===== src/sv/imu_serial_frame_decoder_top_defines.svh =====
// assertion macros for the imu serial frame decoder
`ifndef IMU_SERIAL_FRAME_DECODER_TOP_DEFINES_SVH
`define IMU_SERIAL_FRAME_DECODER_TOP_DEFINES_SVH

`ifndef SYNTHESIS
// antecedent implies consequent in the same cycle
`define IMU_SFD_ASSERT_SAME(lbl, clk, rst_n, ante, cons) \
    lbl: assert property (@(posedge clk) disable iff (!rst_n) (ante) |-> (cons)) \
        else $error("imu frame decoder check failed");
// antecedent implies consequent in the next cycle
`define IMU_SFD_ASSERT_NEXT(lbl, clk, rst_n, ante, cons) \
    lbl: assert property (@(posedge clk) disable iff (!rst_n) (ante) |=> (cons)) \
        else $error("imu frame decoder check failed");
`else
`define IMU_SFD_ASSERT_SAME(lbl, clk, rst_n, ante, cons)
`define IMU_SFD_ASSERT_NEXT(lbl, clk, rst_n, ante, cons)
`endif

`endif


===== src/sv/imu_sfd_pkg.sv =====
// shared constants and types for the imu serial frame decoder
`default_nettype none

package imu_sfd_pkg;

    localparam int FRAME_LEN = 11;
    localparam int FILL_W    = 4;

    typedef logic [7:0]        byte_t;
    typedef logic [FILL_W-1:0] fill_t;

    localparam byte_t HEADER_BYTE = 8'h55;
    localparam byte_t KIND_RATE   = 8'h52;
    localparam byte_t KIND_ANGLE  = 8'h53;

    localparam fill_t FILL_FULL = fill_t'(FRAME_LEN);
    localparam fill_t FILL_ZERO = fill_t'(0);

    typedef enum logic {
        PKT_RATE  = 1'b0,
        PKT_ANGLE = 1'b1
    } pkt_kind_t;

endpackage

`default_nettype wire


===== src/sv/imu_serial_frame_decoder_top.sv =====
// imu serial frame decoder: byte collector, checksum check and field decode
//
//  channel   signals                                   direction
//  -------   ---------------------------------------   ---------
//  input     in_valid, in_ready, rx_byte               in
//  result    out_valid, out_ready, packet_kind,        out
//            value_x, value_y, value_z, yaw_relative
//  config    zero_yaw_wr_en, zero_yaw                  in
//
//  one byte per cycle sustained while the result side is ready: an input register feeds the frame store,
//  and one pass of decode logic (ten-byte sum tree and compare) goes straight into the result register
//  a result is loaded when the byte that follows a full frame leaves the input register
//  reset clears the fill count, the valid flags and zero_yaw; frame bytes are
//  left as they are since only a full frame is ever read
//  a stalled result blocks the decode stage only, the input register still
//  holds one more byte, so both sides run at full rate when ready is high
`default_nettype none

`include "imu_serial_frame_decoder_top_defines.svh"

module imu_serial_frame_decoder_top
    import imu_sfd_pkg::*;
(
    input  wire logic               clk,
    input  wire logic               rst_n,
    // configuration
    input  wire logic               zero_yaw_wr_en,
    input  wire logic signed [15:0] zero_yaw,
    // byte input
    input  wire logic               in_valid,
    output      logic               in_ready,
    input  wire logic        [7:0]  rx_byte,
    // decoded result
    output      logic               out_valid,
    input  wire logic               out_ready,
    output      logic               packet_kind,
    output      logic signed [15:0] value_x,
    output      logic signed [15:0] value_y,
    output      logic signed [15:0] value_z,
    output      logic signed [15:0] yaw_relative
);

    // ------------------------------------------------------------------
    // configuration register
    // ------------------------------------------------------------------
    logic [15:0] zero_yaw_reg;

    always_ff @(posedge clk or negedge rst_n)
    begin
        if (!rst_n)
        begin
            zero_yaw_reg <= '0;
        end
        else if (zero_yaw_wr_en)
        begin
            zero_yaw_reg <= zero_yaw;
        end
    end

    // ------------------------------------------------------------------
    // input register
    // ------------------------------------------------------------------
    logic  in_valid_reg;
    logic  in_valid_next;
    byte_t in_byte_reg;
    logic  advance;       // decode stage consumes the held byte
    logic  out_valid_reg;
    logic  out_valid_next;

    // the decode stage moves whenever the result register is free or draining
    assign advance  = in_valid_reg && (!out_valid_reg || out_ready);
    assign in_ready = !in_valid_reg || advance;

    always_comb
    begin
        in_valid_next = in_valid_reg;
        if (in_valid && in_ready)
        begin
            in_valid_next = 1'b1;
        end
        else if (advance)
        begin
            in_valid_next = 1'b0;
        end
    end

    always_ff @(posedge clk or negedge rst_n)
    begin
        if (!rst_n)
        begin
            in_valid_reg <= 1'b0;
        end
        else
        begin
            in_valid_reg <= in_valid_next;
        end
    end

    // payload, no reset needed
    always_ff @(posedge clk)
    begin
        if (in_valid && in_ready)
        begin
            in_byte_reg <= rx_byte;
        end
    end

    // ------------------------------------------------------------------
    // frame store and fill count
    // ------------------------------------------------------------------
    byte_t frame_store_reg [FRAME_LEN];
    fill_t fill_count_reg;
    fill_t fill_count_next;
    fill_t wr_idx;
    logic  frame_full;

    assign frame_full = (fill_count_reg == FILL_FULL);

    // a header byte or a full store closes the frame, the new byte starts the next
    always_comb
    begin
        if ((in_byte_reg == HEADER_BYTE) || frame_full)
        begin
            wr_idx = FILL_ZERO;
        end
        else
        begin
            wr_idx = fill_count_reg;
        end
        fill_count_next = fill_count_reg;
        if (advance)
        begin
            fill_count_next = wr_idx + fill_t'(1);
        end
    end

    always_ff @(posedge clk or negedge rst_n)
    begin
        if (!rst_n)
        begin
            fill_count_reg <= FILL_ZERO;
        end
        else
        begin
            fill_count_reg <= fill_count_next;
        end
    end

    for (genvar i = 0; i < FRAME_LEN; i++)
    begin : g_store
        always_ff @(posedge clk)
        begin
            if (advance && (wr_idx == fill_t'(i)))
            begin
                frame_store_reg[i] <= in_byte_reg;
            end
        end
    end

    // ------------------------------------------------------------------
    // checksum and decode of the held frame
    // ------------------------------------------------------------------
    byte_t       sum_01, sum_23, sum_45, sum_67, sum_89;
    byte_t       sum_0123, sum_4567, sum_all;
    logic        sum_ok;
    logic        kind_rate;
    logic        kind_angle;
    logic        decode_ok;
    logic        out_load;
    logic [15:0] raw_x, raw_y, raw_z;
    logic [15:0] yaw_rel_calc;

    // balanced sum tree over bytes 0..9, mod 256
    assign sum_01   = frame_store_reg[0] + frame_store_reg[1];
    assign sum_23   = frame_store_reg[2] + frame_store_reg[3];
    assign sum_45   = frame_store_reg[4] + frame_store_reg[5];
    assign sum_67   = frame_store_reg[6] + frame_store_reg[7];
    assign sum_89   = frame_store_reg[8] + frame_store_reg[9];
    assign sum_0123 = sum_01 + sum_23;
    assign sum_4567 = sum_45 + sum_67;
    assign sum_all  = sum_0123 + sum_4567 + sum_89;
    assign sum_ok   = (sum_all == frame_store_reg[10]);

    assign kind_rate  = (frame_store_reg[1] == KIND_RATE);
    assign kind_angle = (frame_store_reg[1] == KIND_ANGLE);

    // unknown kind bytes pass the checksum but give nothing
    assign decode_ok = frame_full && sum_ok && (kind_rate || kind_angle);
    assign out_load  = advance && decode_ok;

    // little endian fields, low byte first
    assign raw_x = {frame_store_reg[3], frame_store_reg[2]};
    assign raw_y = {frame_store_reg[5], frame_store_reg[4]};
    assign raw_z = {frame_store_reg[7], frame_store_reg[6]};

    // wraps mod 2^16, matching the +-pi wrap of the angle scale
    assign yaw_rel_calc = kind_angle ? (raw_z - zero_yaw_reg) : 16'h0000;

    // ------------------------------------------------------------------
    // result register
    // ------------------------------------------------------------------
    pkt_kind_t   kind_reg;
    logic [15:0] x_reg, y_reg, z_reg, yaw_rel_reg;

    always_comb
    begin
        out_valid_next = out_valid_reg;
        if (out_load)
        begin
            out_valid_next = 1'b1;
        end
        else if (out_ready)
        begin
            out_valid_next = 1'b0;
        end
    end

    always_ff @(posedge clk or negedge rst_n)
    begin
        if (!rst_n)
        begin
            out_valid_reg <= 1'b0;
        end
        else
        begin
            out_valid_reg <= out_valid_next;
        end
    end

    always_ff @(posedge clk)
    begin
        if (out_load)
        begin
            kind_reg    <= kind_angle ? PKT_ANGLE : PKT_RATE;
            x_reg       <= raw_x;
            y_reg       <= raw_y;
            z_reg       <= raw_z;
            yaw_rel_reg <= yaw_rel_calc;
        end
    end

    assign out_valid    = out_valid_reg;
    assign packet_kind  = kind_reg;
    assign value_x      = x_reg;
    assign value_y      = y_reg;
    assign value_z      = z_reg;
    assign yaw_relative = yaw_rel_reg;

    // ------------------------------------------------------------------
    // assertions
    // ------------------------------------------------------------------
    // a result is only ever produced from a complete frame
    `IMU_SFD_ASSERT_SAME(a_load_needs_full, clk, rst_n, out_load, frame_full)
    // a header byte always restarts the store with itself as byte 0
    `IMU_SFD_ASSERT_NEXT(a_header_restarts, clk, rst_n,
        advance && (in_byte_reg == HEADER_BYTE), fill_count_reg == fill_t'(1))
    // after a byte is stored the fill count lies between one and a full frame
    `IMU_SFD_ASSERT_NEXT(a_fill_range, clk, rst_n, advance,
        (fill_count_reg != FILL_ZERO) && (fill_count_reg <= FILL_FULL))

endmodule

`default_nettype wire

===== config.mk =====
export PLATFORM = sky130hd
export DESIGN_NAME = imu_serial_frame_decoder_top
export DESIGN_NICKNAME = d
export VERILOG_FILES = /design/src/sv/imu_sfd_pkg.sv /design/src/sv/imu_serial_frame_decoder_top.sv
export VERILOG_INCLUDE_DIRS = /design/src /design/src/sv
export SDC_FILE = /design/constraint.sdc
export NUM_CORES = 1
export LEC_CHECK = 0
export BUFFER_PORTS_ARGS = -buffer_cell sky130_fd_sc_hd__buf_2
export CAP_MARGIN = 20
export CORE_AREA = 2 2 140 142
export DETAILED_ROUTE_END_ITERATION = 7
export DIE_AREA = 0 0 142 144
export PLACE_DENSITY = 0.65
export SLEW_MARGIN = 25
export SYNTH_ARGS = -nofsm -noshare
export SYNTH_HDL_FRONTEND = slang
export SYNTH_SLANG_ARGS = --single-unit

===== constraint.sdc =====
create_clock -name clk -period 9.76 [get_ports clk]
set_input_delay 1.464 -clock clk [delete_from_list [all_inputs] [get_ports clk]]
set_output_delay 1.464 -clock clk [all_outputs]
set_load 0.01 [all_outputs]

Word level (Yosys, flattened, before mapping)
Memory sizes are Yosys's and may differ from the RTL's.
Cells that the tools add are included.
W data, S select, Z words.
{"block": "op_classes", "addsub": 11, "multipliers": 0, "n_div": 0, "magnitude_cmp": 0, "eq_ne": 15, "n_shift": 0, "n_mux": 58, "bitwise_logic": 0, "reduce_logical": 35}
{"cell": "$mux W8", "count": 10}
{"cell": "$reduce_or A8 Y1", "count": 10}
{"cell": "$add A8 B8 Y8", "count": 9}
{"cell": "$mux W4", "count": 11}
{"cell": "$mux W1", "count": 37}
{"cell": "$eq A8 B7 Y1 const B", "count": 3}
{"cell": "$eq A4 B3 Y1 const B", "count": 4}
{"cell": "$eq A4 B4 Y1 const B", "count": 4}
{"cell": "$logic_and A1 B1 Y1", "count": 16}
{"cell": "$sub A16 B16 Y16", "count": 1}
{"cell": "$eq A4 B2 Y1 const B", "count": 2}
{"cell": "$eq A8 B8 Y1", "count": 1}
{"cell": "$add A4 B1 Y4 const B", "count": 1}
{"cell": "$eq A4 B1 Y1 const B", "count": 1}
{"cell": "$logic_not A4 Y1", "count": 1}
{"cell": "$logic_or A1 B1 Y1", "count": 4}
{"cell": "$reduce_bool A2 Y1", "count": 2}
{"cell": "$logic_not A1 Y1", "count": 2}
{"block": "totals", "register_bits": 95, "latch_bits": 0, "ram_bits": 88, "mem_bits_ro": 0, "inputBits": 29, "out_inout_bits": 67, "word_cells": 130, "mem_count": 1}
{"memory": "frame_store_reg", "words": 11, "width": 8, "read_ports": 11, "rd_clocked_by_memory_dff": 0, "wr": 1, "line_no": "imu_serial_frame_decoder_top.sv:111", "source": "byte_t frame_store_reg [FRAME_LEN];"}

Logic depth before layout (Yosys ltp)
Gate-level depths: netlist (run 1).
{"block": "logic_depth", "depth_word": 18, "depth_mapped": 19, "depth_no_buf": 19}

Worst setup path after synthesis (run 1)
OpenSTA, ideal clock, no wires.
{"block": "synth_path", "path_kind": "reg2reg", "from": "memory frame_store_reg[9][2] (netlist bit)", "to": "register kind_reg, in the netlist packet_kind, enable pin", "setup_ns": 0.568, "arrival_ns": 8.996, "required_time_ns": 9.192, "path_slack_ns": 0.196, "path_stages_with_launch": 15, "n_path_buf": 0, "synth_period_minus_slack_ns": 9.564, "cell_sequence": "edfxtp_1 fa_1 inv_1 fa_1 fa_1 fa_1 inv_1 fa_1 inv_1 fa_1 xnor2_1 nor3_1 nand3_1 or4_1 nor3_1"}
{"item": "start, declared", "line_no": "imu_serial_frame_decoder_top.sv:111"}
{"item": "end signal, assigned", "line_no": "imu_serial_frame_decoder_top.sv:234", "source": "kind_reg <= kind_angle ? PKT_ANGLE : PKT_RATE;"}
{"item": "end, declared", "line_no": "imu_serial_frame_decoder_top.sv:202", "source": "pkt_kind_t kind_reg;"}

==> summary.txt, run 1 <==
min cycle time layout: 6.118 ns
leakage: 3.800 nW
ys flop type: edfxtp_1
Final period util: 0.6269
worst slew pin tran: 0.8871 ns
CTS max path bufs: 2
Routed met2 length: 8180 µm
Worst Skew: 0.01525 ns
Max FO, Critical Path: 65
Vias/cell: 5.058
met3 wire length: 567 µm
io pins: 96
drt drc: 0
run status: finished clean
CP Class: reg -> reg
Seq/Total Area, Yosys: 0.6458
total congestion overflow: 0
PwrDens: 290.7 nW/µm²
TritonCTS Buffers: 17
core area: 19,080 µm²
CTS tree: built
Vias: 4,583
Max Slew Vio Count: 0
post-route ant nets: 0
Sum Neg Setup Slack: 0 ns
1st-iter DRT viols: 326
Post-Syn Instances: 545
mapped cell area: 8339 µm²
Slowest-stage cell, CP: buf_4
initial antenna violation count: 0
Post-DP Area: 9110 µm²
Post-synth top cells: 161 x edfxtp_1, 77 x inv_1, 51 x fa_1
PostCTS Resize Cnt: 0
first-pass GRT wire length: 25,230 µm
fin util: 0.5085
Post-Route WL: 16,180 µm
finished layout cell area: 9702 µm²
Yosys top cell area share: 0.5797
WL per Instance: 17.86 µm
CP Capture Type: flop
layout cell share with drive strength beyond 1: 0.2006
final hold violations: 0
Initial DRT Pass Iterations: 4
Bufs and invs on worst path: 4
fmax: 163.5 MHz
floorplan row count: 51
# port buffers: 95
largest net degree at the start of global routing: 66
MaxCap Viol Count: 0
Largest register FFs: 88
Metal-1 WL: 7083 µm
CTS Root Cell: clkbuf_16
Async SR Flop Fraction: 0.1202
count of cell types in the netlist: 39
fin cells: 906
setup violators final: 0
fin nets: 766
CTS Sinks: 183
required time worst endpoint: 9.82 ns
Reg clk slew, reported paths: 0.07 ns
GRT Total Usage: 0.1671
post-synth net total: 655
worst setup margin: 3.642 ns
count leader, synth: edfxtp_1
CP delay by family, top: adder cells
Max Used Layer: met4
CP Data Arrival Time: 6.18 ns
relative slew slack: 0.4086
Max stage delay on crit path: 0.71 ns
cell mode on critical path: fa_1
H-tree Lvls: 4
vias in the first global route: 4,763
hold buffers post-CTS: 0
yosys warns: 0
dpl ws: 3.689 ns
mean post-synth cell area: 15.30 µm²
class of the worst hold path: reg -> reg
Die ar.: 20,450 µm²
FF+latch count, synth: 183
GP Congestion: 0.8877
RSZ-0062 raised after global routing: no
Setup crit start kind: flop
CP cell instances: fa_1 -> inv_1 -> fa_1 -> fa_1 -> fa_1 -> inv_1 -> fa_1 -> inv_1 -> fa_1 -> xnor2_1 -> nor3_1 -> nand3_1 -> or4_1 -> nor3_2 -> buf_4
cell taking the most area after synthesis: edfxtp_1
die height: 144 µm
Fillers: 1,603
EDFF count, synth: 161
Die W: 142 µm
Synth-to-Final Area Change: 16.34%
VDD IR max: 0.2366 mV
synth top area cells: edfxtp_1 58%, fa_1 12%, dfrtp_1 6.6%
n_diodes: 0
# placed instances: 875
Post-CTS Setup Inserts: 0
clk_lat worst skew: 0.44 ns
HPWL Detailed: 11,900 µm
Starting Density: 0.4371
## power breakdown
group / switching [mW] / leakage [nW] / internal (mW)
Clock: 0.303 / 0.284 / 0.383
Combinational: 0.639 / 1.82 / 0.538
Sequential: 0.0443 / 1.69 / 0.914
## kinds of logic (layout without fill, tap and decap cells)
logic type                 count (synthesis)  count (layout)  share of synthesized area
AOI/OAI and AO/OA                         62              62                    0.04546
muxes                                      3               3                   0.004051
buffers and inverters                     81             204                    0.03646
xor gates and xnor gates                  42              42                    0.04501
DFF                                      183             183                     0.6458
and+or+nand+nor                           93              93                    0.05581
adders and majority gates                 81              81                     0.1674
## layer usage
layer	global-route usage	vias to the layer above
met3	0.03642	29
met4	0.06000	0
met1	0.2134	2334
met2	0.2835	115
li1	-	2105
met5	0	-
## worst reg2reg max path, cell delays in order (launching register included)
cell	delay [ns]
edfxtp_1	0.44
fa_1	0.57
inv_1	0.06
fa_1	0.48
fa_1	0.52
fa_1	0.57
inv_1	0.06
fa_1	0.53
inv_1	0.06
fa_1	0.49
xnor2_1	0.14
nor3_1	0.19
nand3_1	0.09
or4_1	0.58
nor3_2	0.21
buf_4	0.71
## area by class of cell
| class | instances | area, µm² | share of cell area |
|---|---|---|---|
| Sequential cell | 183 | 5385 | 0.5551 |
| Multi-Input combinational cell | 281 | 2655 | 0.2737 |
| Timing Repair Buffer | 96 | 483.0 | 0.04978 |
| Clock buffer | 17 | 425.4 | 0.04385 |
| Tap cell | 238 | 297.8 | 0.03069 |
| Inverter | 77 | 289.0 | 0.02979 |
| Clock inverter | 14 | 166.4 | 0.01715 |
## through the flow
stage | hold slack, ns | power [mW]
floorplan | 0.4473 | 1.910
global placement | 0.4548 | 2.135
detailed placement | 0.4651 | 2.163
CTS | 0.4801 | 2.847
global route | 0.4982 | 3.030
finish | 0.4770 | 2.820
## worst paths after layout
kind | from | endpoint | slack (ns) | depth (start not counted)
worst min-delay path | frame_store_reg[3][7] | value_x[15] | 0.48 | 0
worst max-delay path | frame_store_reg[6][2] | value_y[5] | 3.64 | 15
worst max register to register | frame_store_reg[6][2] | value_y[5] | 3.64 | 15
max in group asynchronous | rst_n | zero_yaw_reg[2] | 8.29 | 1
worst min register to register | frame_store_reg[3][7] | value_x[15] | 0.48 | 0
min in group asynchronous | rst_n | out_valid | 1.04 | 1
## placed cells by master, fill, tap and decap left out, types with 3 or more instances in the layout
master     count
xnor2_1       29
ha_1          30
mux2_2         3
a21o_1         8
a31oi_1        5
o21ai_0       21
nor4bb_1       4
clkbuf_16     17
inv_1         77
nand3_1        6
a21oi_1       13
buf_2         95
nor3_1         4
fa_1          51
edfxtp_1     161
nor2_1        22
dfrtp_1       22
o21ai_1        4
nand2_1       30
inv_6          6
and2_1        11
xor2_1        12
Note: power is estimated with default switching activity, not from simulation.
==> run 2: changes to the inputs <==
==> constraint.sdc (replaced) <==
create_clock -name clk -period 5.5 [get_ports clk]
set_input_delay 0.825 -clock clk [delete_from_list [all_inputs] [get_ports clk]]
set_output_delay 0.825 -clock clk [all_outputs]
set_load 0.01 [all_outputs]
==> run 2 against run 1 <==
Effect of this change:
- clock power is 71% higher
- cell count is 0.55% higher
- count of clock-buffer cells in the layout is 1 higher
- utilization is 0.28 points higher
- via count is 0.85% higher
- global-route usage is 0.43 points higher
- sequential power is 77% higher
- combinational power is 84% higher
- cell area is 0.54% higher
- fmax is 16% higher
- non-clock buffer count is 4 higher
- critical path type unchanged
- critical endpoint is now value_x[9]
- largest cell class unchanged
==> summary.txt, run 2 (synthesis results as in run 1) <==
run status: finished clean
fmax: 189.3 MHz (+16%)
relative slew slack: 0.5233 (+0.1147)
min cycle time layout: 5.283 ns (-0.8347 ns)
H-tree Lvls: 4 (unchanged)
Vias: 4,622 (+0.85%)
Post-DP Area: 9145 µm² (+0.38%)
reg2reg start: frame_store_reg[6][1]
Fillers: 1,594 (-0.56%)
Synth-to-Final Area Change: 16.97%
Comb power frac: 0.430 (+0.013)
finished layout cell area: 9754 µm² (+0.54%)
clock share of power: 0.233 (-0.010)
Sum Neg Setup Slack: 0 ns (unchanged)
final hold violations: 0 (unchanged)
Die ar.: 20,450 µm² (unchanged)
vias in the first global route: 4,833 (+1.5%)
most frequent cells in the layout: 161 x edfxtp_1, 95 x buf_2, 77 x inv_1
Int Power: 3.225 mW (+76%)
fin cells: 911 (+0.55%)
Max FO, Critical Path: 25 (-62%)
io pins: 96 (unchanged)
WL per Instance: 18.12 µm (+1.4%)
Vias/cell: 5.074 (+0.30%)
setup violators final: 0 (unchanged)
Max Slew Vio Count: 0 (unchanged)
drt drc: 0 (unchanged)
required time worst endpoint: 5.62 ns (-4.20 ns)
MaxCap Viol Count: 0 (unchanged)
fin nets: 770 (+0.52%)
class of the worst hold path: in -> async
# port buffers: 95 (unchanged)
CTS max path bufs: 2 (unchanged)
Setup crit start kind: flop
Initial DRT Pass Iterations: 6 (+2)
Starting Density: 0.4371 (unchanged)
sequential fraction of design power: 0.337 (-0.003)
Crit. Startpoint: frame_store_reg[6][1]
layout cell share with drive strength beyond 1: 0.2080 (+0.007425)
Tot Pwr: 5.043 mW (+79%)
commonest non-fill, non-tap cell in the layout: edfxtp_1
worst slew pin tran: 0.7133 ns (-0.1738 ns)
largest net degree at the start of global routing: 51 (-23%)
HPWL Detailed: 12,120 µm (+1.9%)
Post-Route WL: 16,510 µm (+2.0%)
Largest register FFs: 88 (unchanged)
CP Class: reg -> reg
initial antenna violation count: 0 (unchanged)
CTS Root Cell: clkbuf_16
clk_lat worst skew: 0.43 ns (about the same)
core area: 19,080 µm² (unchanged)
TritonCTS Buffers: 17 (unchanged)
Reg clk slew, reported paths: 0.07 ns (about the same)
die height: 144 µm (unchanged)
1st-iter DRT viols: 315 (-3.4%)
switching power: 1.817 mW (+84%)
Final period util: 0.9606 (+0.3338)
PwrDens: 517.0 nW/µm² (+78%)
total congestion overflow: 0 (unchanged)
floorplan row count: 51 (unchanged)
# placed instances: 876 (+0.11%)
leakage: 3.824 nW (+0.65%)
n_diodes: 0 (unchanged)
CP Data Arrival Time: 5.40 ns (-0.78 ns)
CTS Sinks: 183 (unchanged)
post-route ant nets: 0 (unchanged)
Worst Skew: 0.007875 ns (-0.007375 ns)
CTS tree: built
Die W: 142 µm (unchanged)
VDD IR max: 0.4127 mV (+74%)
GRT Total Usage: 0.1714 (+0.004342)
fin util: 0.5112 (+0.002755)
GP Congestion: 0.8567 (-3.5%)
CP Capture Type: flop
Switching Share: 0.3604 (+0.01072)
first-pass GRT wire length: 25,810 µm (+2.3%)
[run 2: cell count changes in the layout (fill, tap and decap cells not counted), moves of 2 or more]
cell,delta
fa_2,+2
inv_8,+2
buf_6,+2
inv_6,-3
fa_1,-2
[run 2: final cells by class]
class                   instances  area (µm²)  area share
clock inverters                14       145.1     0.01488
clock buffers                  18       429.2     0.04400
inverters                      77       289.0     0.02963
multi-input cells             281        2670      0.2737
well taps                     238       297.8     0.03053
repair buffers                100       538.0     0.05516
flip-flops and latches        183        5385      0.5521
[run 2: power groups by stage]
stage | Combinational, mW | Clock (mW) | Sequential [mW]
floorplan | 1.78 | 0 | 1.70
global placement | 2.11 | 0 | 1.73
detailed placement | 2.19 | 0 | 1.73
CTS | 2.20 | 1.20 | 1.70
global route | 2.48 | 1.25 | 1.71
finish | 2.17 | 1.17 | 1.70
[run 2: path summary, 6_finish.rpt]
| kind | end | slack, ns | cells past startpoint |
|---|---|---|---|
| worst max-delay path | value_x[9] | 0.22 | 17 |
| worst min-delay path | out_valid | 0.39 | 1 |
| worst max register to register | value_x[9] | 0.22 | 17 |
| worst min register to register | value_y[15] | 0.47 | 0 |
| max in group asynchronous | zero_yaw_reg[8] | 4.69 | 1 |
| min in group clk | value_y[15] | 0.47 | 0 |
[run 2: per-stage QoR]
step           hold WS [ns]  setup slack (ns)
2_1_floorplan        0.4473           -0.7502
3_3_place_gp         0.4544            0.2449
3_5_place_dp         0.4613            0.1480
4_1_cts              0.4051            0.1255
5_1_grt              0.4247         -0.003496
6_report             0.3935            0.2167
[run 2: routing by layer]
| layer | vias to the layer above | part of all wire | global-route usage |
|---|---|---|---|
| met5 | - | 0 | 0 |
| met4 | 0 | 0.019 | 0.05895 |
| met3 | 25 | 0.043 | 0.03609 |
| met2 | 148 | 0.51 | 0.2904 |
| met1 | 2335 | 0.43 | 0.2215 |
| li1 | 2114 | - | - |
[run 2: critical path, cell delays in order (launching register included)]
cell and delay (ns):
edfxtp_1 0.48, fa_1 0.57, inv_1 0.05, fa_1 0.48, fa_2 0.41, fa_1 0.51
inv_1 0.05, fa_1 0.51, inv_1 0.06, fa_2 0.35, inv_1 0.06, a21oi_1 0.05
o21bai_1 0.22, xnor2_1 0.10, or4_4 0.53, nor3_4 0.14, buf_4 0.16, buf_6 0.23
[run 2: repair_timing]
action | CTS | global route
setup buffers | 0 | 2
hold buffers | 0 | 0
gates resized for setup | 0 | 2
setup endpoints to repair | 0 | 62
